<file path="config.mk">
export PLATFORM = sky130hd
export DESIGN_NAME = luhn_card_number_check
export DESIGN_NICKNAME = d
export VERILOG_FILES = /design/src/rtl/lhn_pkg.sv /design/src/rtl/luhn_card_number_check.sv /design/src/rtl/lhn_bcd_conv.sv
export SDC_FILE = /design/constraint.sdc
export NUM_CORES = 1
export LEC_CHECK = 0
export BUFFER_PORTS_ARGS = -buffer_cell sky130_fd_sc_hd__buf_2
export CAP_MARGIN = 20
export CORE_MARGIN = 2
export CORE_UTILIZATION = 56
export CTS_CLUSTER_SIZE = 14
export DETAILED_ROUTE_END_ITERATION = 10
export PLACE_DENSITY = 0.79
export SLEW_MARGIN = 0
export SYNTH_ARGS = -nofsm -noshare
export SYNTH_HDL_FRONTEND = slang
export SYNTH_SLANG_ARGS = --single-unit
</file>
<file path="constraint.sdc">
create_clock -name clk_i -period 4.3 [get_ports clk_i]
set_clock_uncertainty 0.1 [all_clocks]
set_input_delay 0.86 -clock clk_i [delete_from_list [all_inputs] [get_ports clk_i]]
set_output_delay 0.86 -clock clk_i [all_outputs]
set_load 0.005 [all_outputs]
</file>
<file path="src/rtl/lhn_pkg.sv">
package lhn_pkg;

  localparam int unsigned InWidth    = 54;
  localparam int unsigned NumDigits  = 17;
  localparam int unsigned MaxDigits  = 16;
  localparam int unsigned BcdWidth   = 4 * NumDigits;
  localparam int unsigned LenWidth   = 5;
  localparam int unsigned ClassWidth = 3;

  typedef logic [InWidth-1:0]    card_t;
  typedef logic [BcdWidth-1:0]   bcd_t;
  typedef logic [LenWidth-1:0]   len_t;
  typedef logic [ClassWidth-1:0] class_t;

  localparam class_t ClassInvalid    = 3'd0;
  localparam class_t ClassFifteen34  = 3'd1;
  localparam class_t ClassSixteen5x  = 3'd2;
  localparam class_t ClassLeadFour   = 3'd3;
  localparam class_t ClassOtherValid = 3'd4;

endpackage

</file>
<file path="src/rtl/luhn_card_number_check.sv">
// A request is taken only while idle, and busy stays high until the result strobe, so requests never overlap.
// Each check runs the one-bit-per-cycle binary to decimal conversion of the 54-bit input,
// followed by the one-digit-per-cycle Luhn pass over the 17 BCD digits.
// The result strobe lasts one cycle; the receiver cannot stall, and a new request is taken
// in the strobe cycle. Reset is asynchronous, active low, and returns the block to idle.
module luhn_card_number_check (
  input  logic                   clk_i,
  input  logic                   rst_ni,
  input  logic                   start,
  output logic                   busy,
  input  lhn_pkg::card_t         card_value_i,
  output logic                   valid_o,
  output logic                   check_ok_o,
  output lhn_pkg::class_t        brand_class_o,
  output lhn_pkg::len_t          digit_length_o
);
  import lhn_pkg::*;

  typedef enum logic [1:0] {
    StIdle,
    StConv,
    StDigits,
    StFinish
  } state_e;

  state_e       state_q, state_d;
  logic         conv_start;
  logic         conv_done;
  bcd_t         conv_bcd;

  bcd_t         dig_q, dig_d;
  len_t         k_q, k_d;
  len_t         count_q, count_d;
  logic [3:0]   sum_q, sum_d;
  logic [3:0]   lead_q, lead_d;
  logic [3:0]   next_q, next_d;
  logic [3:0]   prev_q, prev_d;

  logic         valid_q, valid_d;
  logic         ok_q, ok_d;
  class_t       class_q, class_d;
  len_t         len_q, len_d;

  logic [3:0]   d;
  logic [4:0]   contrib;
  logic [4:0]   sum_raw;
  logic         ok_c;
  class_t       class_c;

  assign conv_start = start && (state_q == StIdle);

  lhn_bcd_conv u_conv (
    .clk_i   (clk_i),
    .rst_ni  (rst_ni),
    .start_i (conv_start),
    .value_i (card_value_i),
    .done_o  (conv_done),
    .bcd_o   (conv_bcd)
  );

  assign d = dig_q[3:0];

  always_comb begin
    if (!k_q[0]) begin
      contrib = {1'b0, d};
    end else if (d < 4'd5) begin
      contrib = {d, 1'b0};
    end else begin
      contrib = {d, 1'b0} - 5'd9;
    end
    sum_raw = {1'b0, sum_q} + contrib;
  end

  always_comb begin
    ok_c = (sum_q == 4'd0) && (count_q <= LenWidth'(MaxDigits));
    if (!ok_c) begin
      class_c = ClassInvalid;
    end else if ((count_q == 5'd15) && (lead_q == 4'd3) &&
                 ((next_q == 4'd4) || (next_q == 4'd7))) begin
      class_c = ClassFifteen34;
    end else if ((count_q == 5'd16) && (lead_q == 4'd5) &&
                 (next_q >= 4'd1) && (next_q <= 4'd5)) begin
      class_c = ClassSixteen5x;
    end else if (((count_q == 5'd16) || (count_q == 5'd13)) && (lead_q == 4'd4)) begin
      class_c = ClassLeadFour;
    end else begin
      class_c = ClassOtherValid;
    end
  end

  always_comb begin
    state_d = state_q;
    dig_d   = dig_q;
    k_d     = k_q;
    count_d = count_q;
    sum_d   = sum_q;
    lead_d  = lead_q;
    next_d  = next_q;
    prev_d  = prev_q;
    valid_d = 1'b0;
    ok_d    = ok_q;
    class_d = class_q;
    len_d   = len_q;
    unique case (state_q)
      StIdle: begin
        if (start) begin
          state_d = StConv;
        end
      end
      StConv: begin
        if (conv_done) begin
          dig_d   = conv_bcd;
          k_d     = '0;
          count_d = '0;
          sum_d   = '0;
          lead_d  = '0;
          next_d  = '0;
          prev_d  = '0;
          state_d = StDigits;
        end
      end
      StDigits: begin
        if (sum_raw >= 5'd10) begin
          sum_d = 4'(sum_raw - 5'd10);
        end else begin
          sum_d = sum_raw[3:0];
        end
        if (d != 4'd0) begin
          count_d = k_q + 1'b1;
          lead_d  = d;
          next_d  = prev_q;
        end
        prev_d = d;
        dig_d  = {4'd0, dig_q[BcdWidth-1:4]};
        k_d    = k_q + 1'b1;
        if (k_q == LenWidth'(NumDigits - 1)) begin
          state_d = StFinish;
        end
      end
      StFinish: begin
        valid_d = 1'b1;
        ok_d    = ok_c;
        class_d = class_c;
        len_d   = count_q;
        state_d = StIdle;
      end
      default: state_d = StIdle;
    endcase
  end

  always_ff @(posedge clk_i or negedge rst_ni) begin
    if (!rst_ni) begin
      state_q <= StIdle;
      valid_q <= 1'b0;
    end else begin
      state_q <= state_d;
      valid_q <= valid_d;
    end
  end

  always_ff @(posedge clk_i) begin
    dig_q   <= dig_d;
    k_q     <= k_d;
    count_q <= count_d;
    sum_q   <= sum_d;
    lead_q  <= lead_d;
    next_q  <= next_d;
    prev_q  <= prev_d;
    ok_q    <= ok_d;
    class_q <= class_d;
    len_q   <= len_d;
  end

  assign busy           = (state_q != StIdle);
  assign valid_o        = valid_q;
  assign check_ok_o     = ok_q;
  assign brand_class_o  = class_q;
  assign digit_length_o = len_q;

endmodule

</file>
<file path="src/rtl/lhn_bcd_conv.sv">
module lhn_bcd_conv (
  input  logic          clk_i,
  input  logic          rst_ni,
  input  logic          start_i,
  input  lhn_pkg::card_t value_i,
  output logic          done_o,
  output lhn_pkg::bcd_t bcd_o
);
  import lhn_pkg::*;

  localparam int unsigned CntWidth = $clog2(InWidth + 1);

  card_t                bin_q, bin_d;
  bcd_t                 bcd_q, bcd_d;
  bcd_t                 bcd_adj;
  logic [CntWidth-1:0]  cnt_q, cnt_d;
  logic                 done_q, done_d;

  // Each cycle, digits of five or more get three added before the shift.
  always_comb begin
    for (int i = 0; i < NumDigits; i++) begin
      if (bcd_q[4*i +: 4] >= 4'd5) begin
        bcd_adj[4*i +: 4] = bcd_q[4*i +: 4] + 4'd3;
      end else begin
        bcd_adj[4*i +: 4] = bcd_q[4*i +: 4];
      end
    end
  end

  always_comb begin
    bin_d  = bin_q;
    bcd_d  = bcd_q;
    cnt_d  = cnt_q;
    done_d = 1'b0;
    if (start_i) begin
      bin_d = value_i;
      bcd_d = '0;
      cnt_d = CntWidth'(InWidth);
    end else if (cnt_q != '0) begin
      bcd_d = {bcd_adj[BcdWidth-2:0], bin_q[InWidth-1]};
      bin_d = {bin_q[InWidth-2:0], 1'b0};
      cnt_d = cnt_q - 1'b1;
      if (cnt_q == CntWidth'(1)) begin
        done_d = 1'b1;
      end
    end
  end

  always_ff @(posedge clk_i or negedge rst_ni) begin
    if (!rst_ni) begin
      cnt_q  <= '0;
      done_q <= 1'b0;
    end else begin
      cnt_q  <= cnt_d;
      done_q <= done_d;
    end
  end

  always_ff @(posedge clk_i) begin
    bin_q <= bin_d;
    bcd_q <= bcd_d;
  end

  assign done_o = done_q;
  assign bcd_o  = bcd_q;

endmodule
</file>
* Word level (Yosys, flattened, before mapping)
Cells that the tools add are included.
** Cells by class
- Add/sub/neg operators :: 22
- Eq/ne operators :: 17
- Mux-type cells :: 48
- Order comparisons :: 22
- Reduce and logical (&&, ||, !) cells :: 22
- Bitwise operators :: 1
** Operators with widths (number)
- 68-bit case mux with 2 select lines :: 1
- 54-bit two-way mux :: 2
- 4-bit two-way mux :: 20
- 4-bit by 3-bit >= comparator with 1-bit output, second input constant :: 17
- 68-bit two-way mux :: 1
- 4-bit by 2-bit adder with 4-bit output, second input constant :: 16
- 4-bit case mux with 2 select lines :: 4
- 5-bit two-way mux :: 4
- 5-bit case mux with 2 select lines :: 2
- 4-bit by 3-bit equality test with 1-bit output, second input constant :: 4
- 6-bit two-way mux :: 2
- 5-bit by 4-bit equality test with 1-bit output, second input constant :: 2
- 5-bit equality test, second input constant :: 2
- 1-bit logical AND :: 8
- 2-bit two-way mux :: 4
- 2-bit case mux with 4 select lines :: 1
- 6-bit by 1-bit equality test with 1-bit output, second input constant :: 1
- 3-bit two-way mux :: 2
- 2-bit != test, second input constant :: 3
- 3-bit AND reduction :: 2
- 2-bit nonzero test :: 3
- 6-bit nonzero test :: 1
- 6-bit by 1-bit subtractor with 6-bit output, second input constant :: 1
- 4-bit by 5-bit adder with 5-bit output :: 1
- other kinds (22) :: 28
** Word-level totals
- Output and inout bits :: 11
- Flip-flop bits (word level) :: 235
- Bits of input ports :: 57
- Word-level logic and storage cells :: 150

* Depth between registers and ports, before layout
Gate-level depths: netlist of the first run.
- Depth in word-level cells :: 7
- Gate-level depth with buffers :: 14
- Depth with buffers taken out :: 14

* By module
From an unflattened synthesis of the first run, not the netlist that was laid out.
** Second synthesis, totals
- Cells, all modules :: 1062
- Area total of the unflattened synthesis :: 12069.1 µm²
** Modules (own cells, without submodules)
- lhn_bcd_conv :: sequential area each 3158.0 µm², area an instance 7315.8 µm², times used 1, cells each 760
- luhn_card_number_check :: sequential area each 3168.0 µm², area an instance 4753.3 µm², times used 1, cells each 302

* Worst setup path before layout of the first run
Ideal clock, no wire load.
- Kind :: reg-to-reg
- From :: register state_q[0]
- To :: register count_q[0], enable pin
- Library setup time :: 361 ps
- Path buffers :: 2
- Data required time :: 3839 ps
- Stages on the path, launching flop included :: 7
- Data arrival time :: 2756 ps
- Period minus slack after synthesis :: 3217 ps
- Path slack :: 1083 ps
- Cells stage by stage :: dfrtp_1 -> inv_1 -> ha_1 -> clkbuf_1 -> clkbuf_1 -> mux2_2 -> and2_1
** On the way
- Longest elaborated chain between the ends :: 3
- Elaborated cells between the ends (all ways) :: 6
- Classes of those cells :: 4 x eq/ne; 2 x reduce/logical
** Ends and longest elaborated chain
- start, declared :: line luhn_card_number_check.sv:26 : state_e state_q, state_d;
- start signal, assigned :: line luhn_card_number_check.sv:153 : state_q <= StIdle;
- start signal, assigned :: line luhn_card_number_check.sv:156 : state_q <= state_d;
- 2-bit equality test / 2-bit by 1-bit equality test with 1-bit output (equally long branches) :: line luhn_card_number_check.sv:104 : unique case (state_q)
- 2-bit != test (no source line) (tied with other cells)
- 3-bit AND reduction (no source line) (*)
- end signal, assigned :: line luhn_card_number_check.sv:164 : count_q <= count_d;
- end, declared :: line luhn_card_number_check.sv:33 : len_t count_q, count_d;
Mark *: on every way between the ends. The rest lies on a longest branch, timed or not.
A chain may end at the register's enable or synchronous reset.

* Final worst setup path of the first run
- From :: register dig_q[0]
- To :: register sum_q[3], data pin
** On the way
- Longest elaborated chain between the ends :: 7
- Elaborated cells between the ends (all ways) :: 9
- Classes of those cells :: 3 x add/sub; 2 x order compare; 4 x mux
** Ends and longest elaborated chain
- start, declared :: line luhn_card_number_check.sv:31 : bcd_t dig_q, dig_d;
- start signal, assigned :: line luhn_card_number_check.sv:162 : dig_q <= dig_d;
- 5-bit by 4-bit subtractor with 5-bit output / 4-bit by 3-bit less-than comparator with 1-bit output (equally long branches) :: line luhn_card_number_check.sv:69, luhn_card_number_check.sv:66
- 5-bit two-way mux :: line luhn_card_number_check.sv:66 : end else if (d < 4'd5) begin
- 5-bit two-way mux (*) :: line luhn_card_number_check.sv:64 : if (!k_q[0]) begin
- 4-bit by 5-bit adder with 5-bit output (*) :: line luhn_card_number_check.sv:71 : sum_raw = {1'b0, sum_q} + contrib;
- 4-bit subtractor / 5-bit by 4-bit >= comparator with 1-bit output (equally long branches) :: line luhn_card_number_check.sv:124, luhn_card_number_check.sv:123
- 4-bit two-way mux (*) :: line luhn_card_number_check.sv:123 : if (sum_raw >= 5'd10) begin
- 4-bit case mux with 2 select lines (*) :: line luhn_card_number_check.sv:104
- end signal, assigned :: line luhn_card_number_check.sv:165 : sum_q <= sum_d;
- end, declared :: line luhn_card_number_check.sv:34 : logic [3:0] sum_q, sum_d;
Marked as above.

==> impl_metrics.env, run 1 <==
export IMPL_fp_dieW_um=144
export IMPL_hold_viol_final=0
export IMPL_critical_path_max_stage_delay_ns=0.53
export IMPL_gp_congestion=0.808
export IMPL_post_cts_setup_buffer_count=0
export IMPL_vias=7560
export IMPL_regArea_mm2=0.00633
export IMPL_grt_pass1_vias=7253
export IMPL_cts_tree="built"
export IMPL_row_count=51
export IMPL_synthCells=1066
export IMPL_cts_resized=0
export IMPL_hold_path_class="input pin to async pin"
export IMPL_track_usage_pct=19.2
export IMPL_htreeDepth=1
export IMPL_grt_start_max_net_pins=87
export IMPL_yosys_area_top_type="edfxtp_1"
export IMPL_period_share_pct=77.0
export IMPL_ys_types=42
export IMPL_critical_path_arrival_ns=3.59
export IMPL_synth_top_cell_area_share_pct=42.7
export IMPL_outcome="completed"
export IMPL_max_slew_worst_pin_slew_ns=0.932
export IMPL_mostFrequentLayoutCells="nand2_1, edfxtp_1, a21oi_1"
export IMPL_worstPathMaxFanout=6
export IMPL_initial_utilization_pct=56.9
export IMPL_synth_area_mm2=0.0110
export IMPL_async_flop_share_pct=4.26
export IMPL_slowest_stage="or4_1"
export IMPL_power_w=0.00992
export IMPL_leakage_nw=5.07
export IMPL_fp_dieH_um=144
export IMPL_area_delta_synth_final_pct=13.0
export IMPL_yosysWarningCount=0
export IMPL_pre_cts_ws_ns=0.976
export IMPL_path_class="flip-flop to flip-flop"
export IMPL_ir_drop_v=0.000507
export IMPL_drv_cap=0
export IMPL_critPathLaunchType="flip-flop"
export IMPL_synthesis_nets=1173
export IMPL_finalSetupViolations=0
export IMPL_crit_required_ns=4.58
export IMPL_vias_per_cell=5.40
export IMPL_rsz0062_at_grt="false"
export IMPL_cts_sinks=235
export IMPL_fill_cells=1544
export IMPL_diodes=0
export IMPL_fmax_ghz=0.302
export IMPL_grt_ovfl_total=0
export IMPL_slew_violations=0
export IMPL_dr_pass1_iters=5
export IMPL_dp_final_hpwl_um=12200
export IMPL_cts_root_buf="clkbuf_16"
export IMPL_drcViolationCount=0
export IMPL_end_kind="flip-flop"
export IMPL_drive_above_1_share_pct=13.7
export IMPL_fin_setup_tns_ns=0
export IMPL_clk_pin_slew_ns=0.06
export IMPL_fin_crit_ns=3.31
export IMPL_post_drt_wl_per_cell_um=14.3
export IMPL_synth_edf_count=157
export IMPL_syn_avg_cell_area_um2=10.3
export IMPL_nNetsFinal=1224
export IMPL_slew_headroom_pct=37.6
export IMPL_antenna_found_initial=0
export IMPL_cpLargestDelayFamily="adder cells"
export IMPL_cts_buffers_inserted=25
export IMPL_clk_latency_ns=0.52
export IMPL_io_pins=68
export IMPL_synth_seq_area_share_pct=57.3
export IMPL_cts_hold_buf=0
export IMPL_powerDensity_mw_per_mm2=795
export IMPL_layout_commonest_cell="nand2_1"
export IMPL_synthFlopType="edfxtp_1"
export IMPL_setup_slack_ns=0.988
export IMPL_routed_wl_um=20100
export IMPL_die_area_mm2=0.0208
export IMPL_ys_top_cells_by_area="edfxtp_1, dfxtp_1, nand2_1, ha_1, a21oi_1"
export IMPL_path_cells="inv_1 -> ha_1 -> nor2b_1 -> nor2_1 -> a21oi_1 -> ha_1 -> inv_1 -> fa_1 -> xnor2_1 -> inv_1 -> ha_1 -> or4_1 -> a21boi_1"
export IMPL_critPathBufInv=3
export IMPL_coreArea_mm2=0.0194
export IMPL_antenna_left=0
export IMPL_clockBufferDepth=3
export IMPL_dr_first_iter_drc_count=447
export IMPL_synth_seq_cells=235
export IMPL_multi_input_area_mm2=0.00434
export IMPL_grt_pass1_wl_um=32900
export IMPL_port_buffers=67
[layer usage]
layer / GRT usage, % / vias up / routed length, um
li1: - / 3784 / -
met1: 25.4 / 3562 / 9050
met2: 32.6 / 165 / 9520
met3: 3.01 / 49 / 996
met4: 6.13 / 0 / 510
met5: 0 / - / 0
[cells in the mapped netlist (10+ instances only)]
master and number:
o21ai_0 74, nand2_1 279, dfrtp_1 10, and2_1 16
nand3_1 23, a21oi_1 76, xnor2_1 24, clkbuf_1 38
nor3b_1 17, inv_1 51, dfxtp_1 68, ha_1 49
mux2_2 33, mux2i_1 20, nand2b_1 21, edfxtp_1 157
nor2_1 27, a211oi_1 32
[final timing paths]
check / startpoint / end / slack, ns / cells past startpoint
max: dig_q[0]$_DFFE_PP_ / sum_q[3]$_SDFFCE_PN0P_ / 0.99 / 13
min: rst_ni / u_conv.cnt_q[4]$_DFFE_PN0P_ / 0.08 / 1
max reg2reg: dig_q[0]$_DFFE_PP_ / sum_q[3]$_SDFFCE_PN0P_ / 0.99 / 13
min reg2reg: u_conv.bcd_o[13]$_SDFFE_PP0P_ / u_conv.bcd_o[13]$_SDFFE_PP0P_ / 0.36 / 2
max in group asynchronous: rst_ni / valid_o$_DFF_PN0_ / 3.82 / 1
min in group clk_i: u_conv.bcd_o[13]$_SDFFE_PP0P_ / u_conv.bcd_o[13]$_SDFFE_PP0P_ / 0.36 / 2
[sequential cells by signal (all words and copies together), names as in the netlist, 4 cells and up]
signal,flops
dig_q,68
prev_q,4
lead_q,4
u_conv.bin_q,54
digit_length_o,5
sum_q,4
u_conv.bcd_o,68
next_q,4
u_conv.cnt_q,6
k_q,5
count_q,5
[report_power, final]
| group | leakage, nW | internal (W) | switching (W) |
|---|---|---|---|
| clock network | 0.428 | 0.00137 | 0.000852 |
| logic | 2.38 | 0.00153 | 0.00195 |
| registers | 2.27 | 0.00367 | 0.000549 |
[kinds of logic after synthesis]
group                    share of synthesized area (%)
AO/OA/AOI/OAI                                     9.86
XOR/XNOR                                          2.06
adder cells (fa/ha/maj)                           5.74
buffers and inverters                             3.55
flip-flops                                        57.3
multiplexers                                      5.18
AND/OR/NAND/NOR                                   16.3
[final cells by class]
| class | instances | share of cell area, % |
|---|---|---|
| Tap cell | 265 | 2.66 |
| Timing Repair Buffer | 74 | 3.31 |
| Multi-Input combinational cell | 730 | 34.8 |
| Inverter | 51 | 1.54 |
| Clock inverter | 15 | 1.41 |
| Sequential cell | 235 | 50.7 |
| Clock buffer | 31 | 5.52 |
[worst reg2reg max path: cells and delay by family (launching register included)]
| kind | cells | cell delay, ns |
|---|---|---|
| buffers and inverters | 3 | 0.21 |
| adder cells (fa/ha/maj) | 4 | 1.08 |
| AND/OR/NAND/NOR | 3 | 0.78 |
| XOR/XNOR | 1 | 0.26 |
| AO/OA/AOI/OAI | 2 | 0.30 |
| flip-flops | 1 | 0.45 |
[stage by stage]
stage / hold slack [ns] / util, % / cell area, um2 / std cells
global route: 0.0886 / 64.3 / 12500 / 1401
global placement: 0.339 / 59.7 / 11600 / 1354
detailed placement: 0.358 / 59.8 / 11600 / 1355
finish: 0.0837 / 64.3 / 12500 / 1401
floorplan: 0.332 / - / 11000 / 1066
CTS: 0.0770 / 64.3 / 12500 / 1401
Note: power is estimated with default switching activity, not from simulation.
==> inputs of run 2 (changes only) <==
- ABC_AREA: unset -> 1
- clock period: 4.3 -> 3.4 ns (I/O delays scaled with it)
==> run 2 against run 1 <==
Compared with the run above:
- synthesized cell count up 18%
- die area up 2.1%
- register-to-register slack worse by 0.72 ns
- wire length up 5.7%
- highest routed layer unchanged
==> impl_metrics.env, run 2 <==
export IMPL_rsz0062_at_grt="false"
export IMPL_clock_power_share_pct=20.0
export IMPL_synth_top_cells_by_count="nand2_1, inv_1, edfxtp_1"
export IMPL_clk_pin_slew_ns=0.06
export IMPL_fin_setup_tns_ns=0
export IMPL_syn_avg_cell_area_um2=8.99
export IMPL_power_frac_seq_pct=41.2
export IMPL_drcViolationCount=0
export IMPL_fp_dieW_um=146
export IMPL_dr_pass1_iters=5
export IMPL_dr_first_iter_drc_count=658
export IMPL_antenna_left=0
export IMPL_vias=8334
export IMPL_pre_cts_ws_ns=0.126
export IMPL_hold_ws_ns=0.323
export IMPL_vias_per_cell=5.21
export IMPL_grt_pass1_wl_um=35800
export IMPL_path_class="flip-flop to flip-flop"
export IMPL_cts_sinks=235
export IMPL_fmax_ghz=0.319
export IMPL_clk_latency_ns=0.52
export IMPL_fp_dieH_um=146
export IMPL_cts_root_buf="clkbuf_16"
export IMPL_gp_congestion=0.858
export IMPL_fin_util_pct=65.1
export IMPL_synthCells=1254
export IMPL_port_buffers=67
export IMPL_p_switching_w=0.00527
export IMPL_end_kind="flip-flop"
export IMPL_ys_top_cells_by_area="edfxtp_1, dfxtp_1, nand2_1, o21ai_0, inv_1"
export IMPL_p_int_w=0.00873
export IMPL_initial_utilization_pct=57.5
export IMPL_fill_cells=1560
export IMPL_sw_frac_of_total_pct=37.6
export IMPL_p_comb_share_pct=38.8
export IMPL_coreArea_mm2=0.0196
export IMPL_htreeDepth=1
export IMPL_powerDensity_mw_per_mm2=1100
export IMPL_async_flop_share_pct=4.26
export IMPL_mostFrequentLayoutCells="nand2_1, inv_1, edfxtp_1"
export IMPL_post_drt_wl_per_cell_um=13.3
export IMPL_finalSetupViolations=0
export IMPL_crit_required_ns=3.57
export IMPL_clockBufferDepth=3
export IMPL_grt_ovfl_total=0
export IMPL_track_usage_pct=19.8
export IMPL_ir_drop_v=0.000463
export IMPL_ys_types=36
export IMPL_routed_wl_um=21200
export IMPL_yosysWarningCount=0
export IMPL_cts_tree="built"
export IMPL_slew_violations=0
export IMPL_period_share_pct=92.1
export IMPL_drive_above_1_share_pct=9.96
export IMPL_drv_cap=0
export IMPL_synthFlopType="edfxtp_1"
export IMPL_area_delta_synth_final_pct=13.2
export IMPL_fin_crit_ns=3.13
export IMPL_layout_commonest_cell="nand2_1"
export IMPL_setup_slack_ns=0.267
export IMPL_nNetsFinal=1423
export IMPL_cts_buffers_inserted=25
export IMPL_io_pins=68
export IMPL_synth_most_common_cell="nand2_1"
export IMPL_synthesis_nets=1361
export IMPL_synth_top_cell_area_share_pct=41.8
export IMPL_grt_pass1_vias=7906
export IMPL_leakage_nw=5.91
export IMPL_row_count=51
export IMPL_hold_viol_final=0
export IMPL_slew_headroom_pct=40.9
export IMPL_diodes=0
export IMPL_dp_final_hpwl_um=13400
export IMPL_critPathLaunchType="flip-flop"
export IMPL_worstPathMaxFanout=4
export IMPL_synth_edf_count=157
export IMPL_synth_area_mm2=0.0113
export IMPL_critical_path_arrival_ns=3.30
export IMPL_synth_seq_cells=235
export IMPL_max_slew_worst_pin_slew_ns=0.887
export IMPL_antenna_found_initial=0
export IMPL_synth_seq_area_share_pct=56.1
export IMPL_die_area_mm2=0.0213
export IMPL_yosys_area_top_type="edfxtp_1"
export IMPL_outcome="completed"
export IMPL_hold_path_class="input pin to flip-flop"
export IMPL_grt_start_max_net_pins=103
[run 2: cell count changes after synthesis, moves of 17 or more]
cell      change
nor2_1       +17
mux2_2       -33
nor3b_1      -17
xor2_1       +18
o21ai_0      +81
xnor2_1      -23
nand2b_1     -21
inv_1       +134
nand2_1      +59
mux2i_1      -20
a211oi_1     -30
a21oi_1      +21
[run 2: cell type report]
type	count	area, um2	area share (%)
Tap cell	265	332	2.60
Inverter	187	703	5.51
Sequential cell	235	6330	49.6
Clock buffer	29	651	5.10
Timing Repair Buffer	84	478	3.75
Clock inverter	17	205	1.61
Multi-Input combinational cell	783	4060	31.8
[run 2: critical path, cell delays in order, from the launching register on]
cell	delay, ns
edfxtp_1	0.43
inv_2	0.10
ha_2	0.19
inv_1	0.08
a21oi_4	0.20
nor2_4	0.06
inv_2	0.08
o211ai_1	0.08
o21ai_1	0.13
inv_1	0.08
fa_1	0.41
inv_1	0.10
nand2_1	0.07
nand2_1	0.08
inv_1	0.05
ha_1	0.20
nand2_1	0.07
nand3_1	0.11
nand3_2	0.11
nand2_1	0.05
nand2_1	0.05
nor2_1	0.05
[run 2: kinds of logic (layout without fill, tap and decap cells)]
logic type,after synthesis,after routing,share of synthesized area (%)
fa+ha+maj,50,50,5.62
simple gates,433,433,15.3
compound gates,279,279,13.1
xor+xnor,21,21,1.63
buf+inv,236,317,8.17
flops,235,235,56.1
[run 2: per-stage QoR]
step	power, W	std cells	area, um2
after floorplan	0.00977	1254	11300
final	0.0140	1600	12800
after CTS	0.0140	1595	12700
after detailed placement	0.0111	1548	11800
after global routing	0.0153	1600	12800
after global placement	0.0108	1548	11800
[run 2: path summary, 6_finish.rpt]
check,start,to,slack [ns],cells after the start
max,dig_q[0]$_DFFE_PP_,sum_q[2]$_SDFFCE_PN0P_,0.27,21
min,card_value_i[42],u_conv.bin_q[42]$_DFFE_PP_,0.32,3
max reg2reg,dig_q[0]$_DFFE_PP_,sum_q[2]$_SDFFCE_PN0P_,0.27,21
min reg2reg,u_conv.bcd_o[15]$_SDFFE_PP0P_,u_conv.bcd_o[15]$_SDFFE_PP0P_,0.36,2
max in group asynchronous,rst_ni,u_conv.cnt_q[3]$_DFFE_PN0P_,2.54,2
min in group asynchronous,rst_ni,state_q[0]$_DFFE_PN0P_,0.45,2
[run 2: layer usage]
metal  wire length [um]  track usage (%)  share of wire (%)  vias to the layer above
li1                   -                -                  -                     4254
met5                  0                0                  0                        -
met2              10100             33.2                 48                      211
met1               9700             26.9                 46                     3847
met3               1110             3.39                5.2                       22
met4                314             4.90                1.5                        0
[run 2: power groups by stage]
| stage | clock, W | combinational [W] | sequential, W |
|---|---|---|---|
| detailed placement | 0 | 0.00529 | 0.00579 |
| finish | 0.00280 | 0.00543 | 0.00576 |
| CTS | 0.00286 | 0.00535 | 0.00575 |
| floorplan | 0 | 0.00412 | 0.00565 |
| global route | 0.00300 | 0.00633 | 0.00592 |
| global placement | 0 | 0.00504 | 0.00572 |
[run 2: what timing repair did]
item	in CTS	in global routing
hold buffers	1	0
endpoints found under the hold margin	10	0
gates resized for setup	0	8
buffers inserted	0	5
setup endpoints to repair	0	3
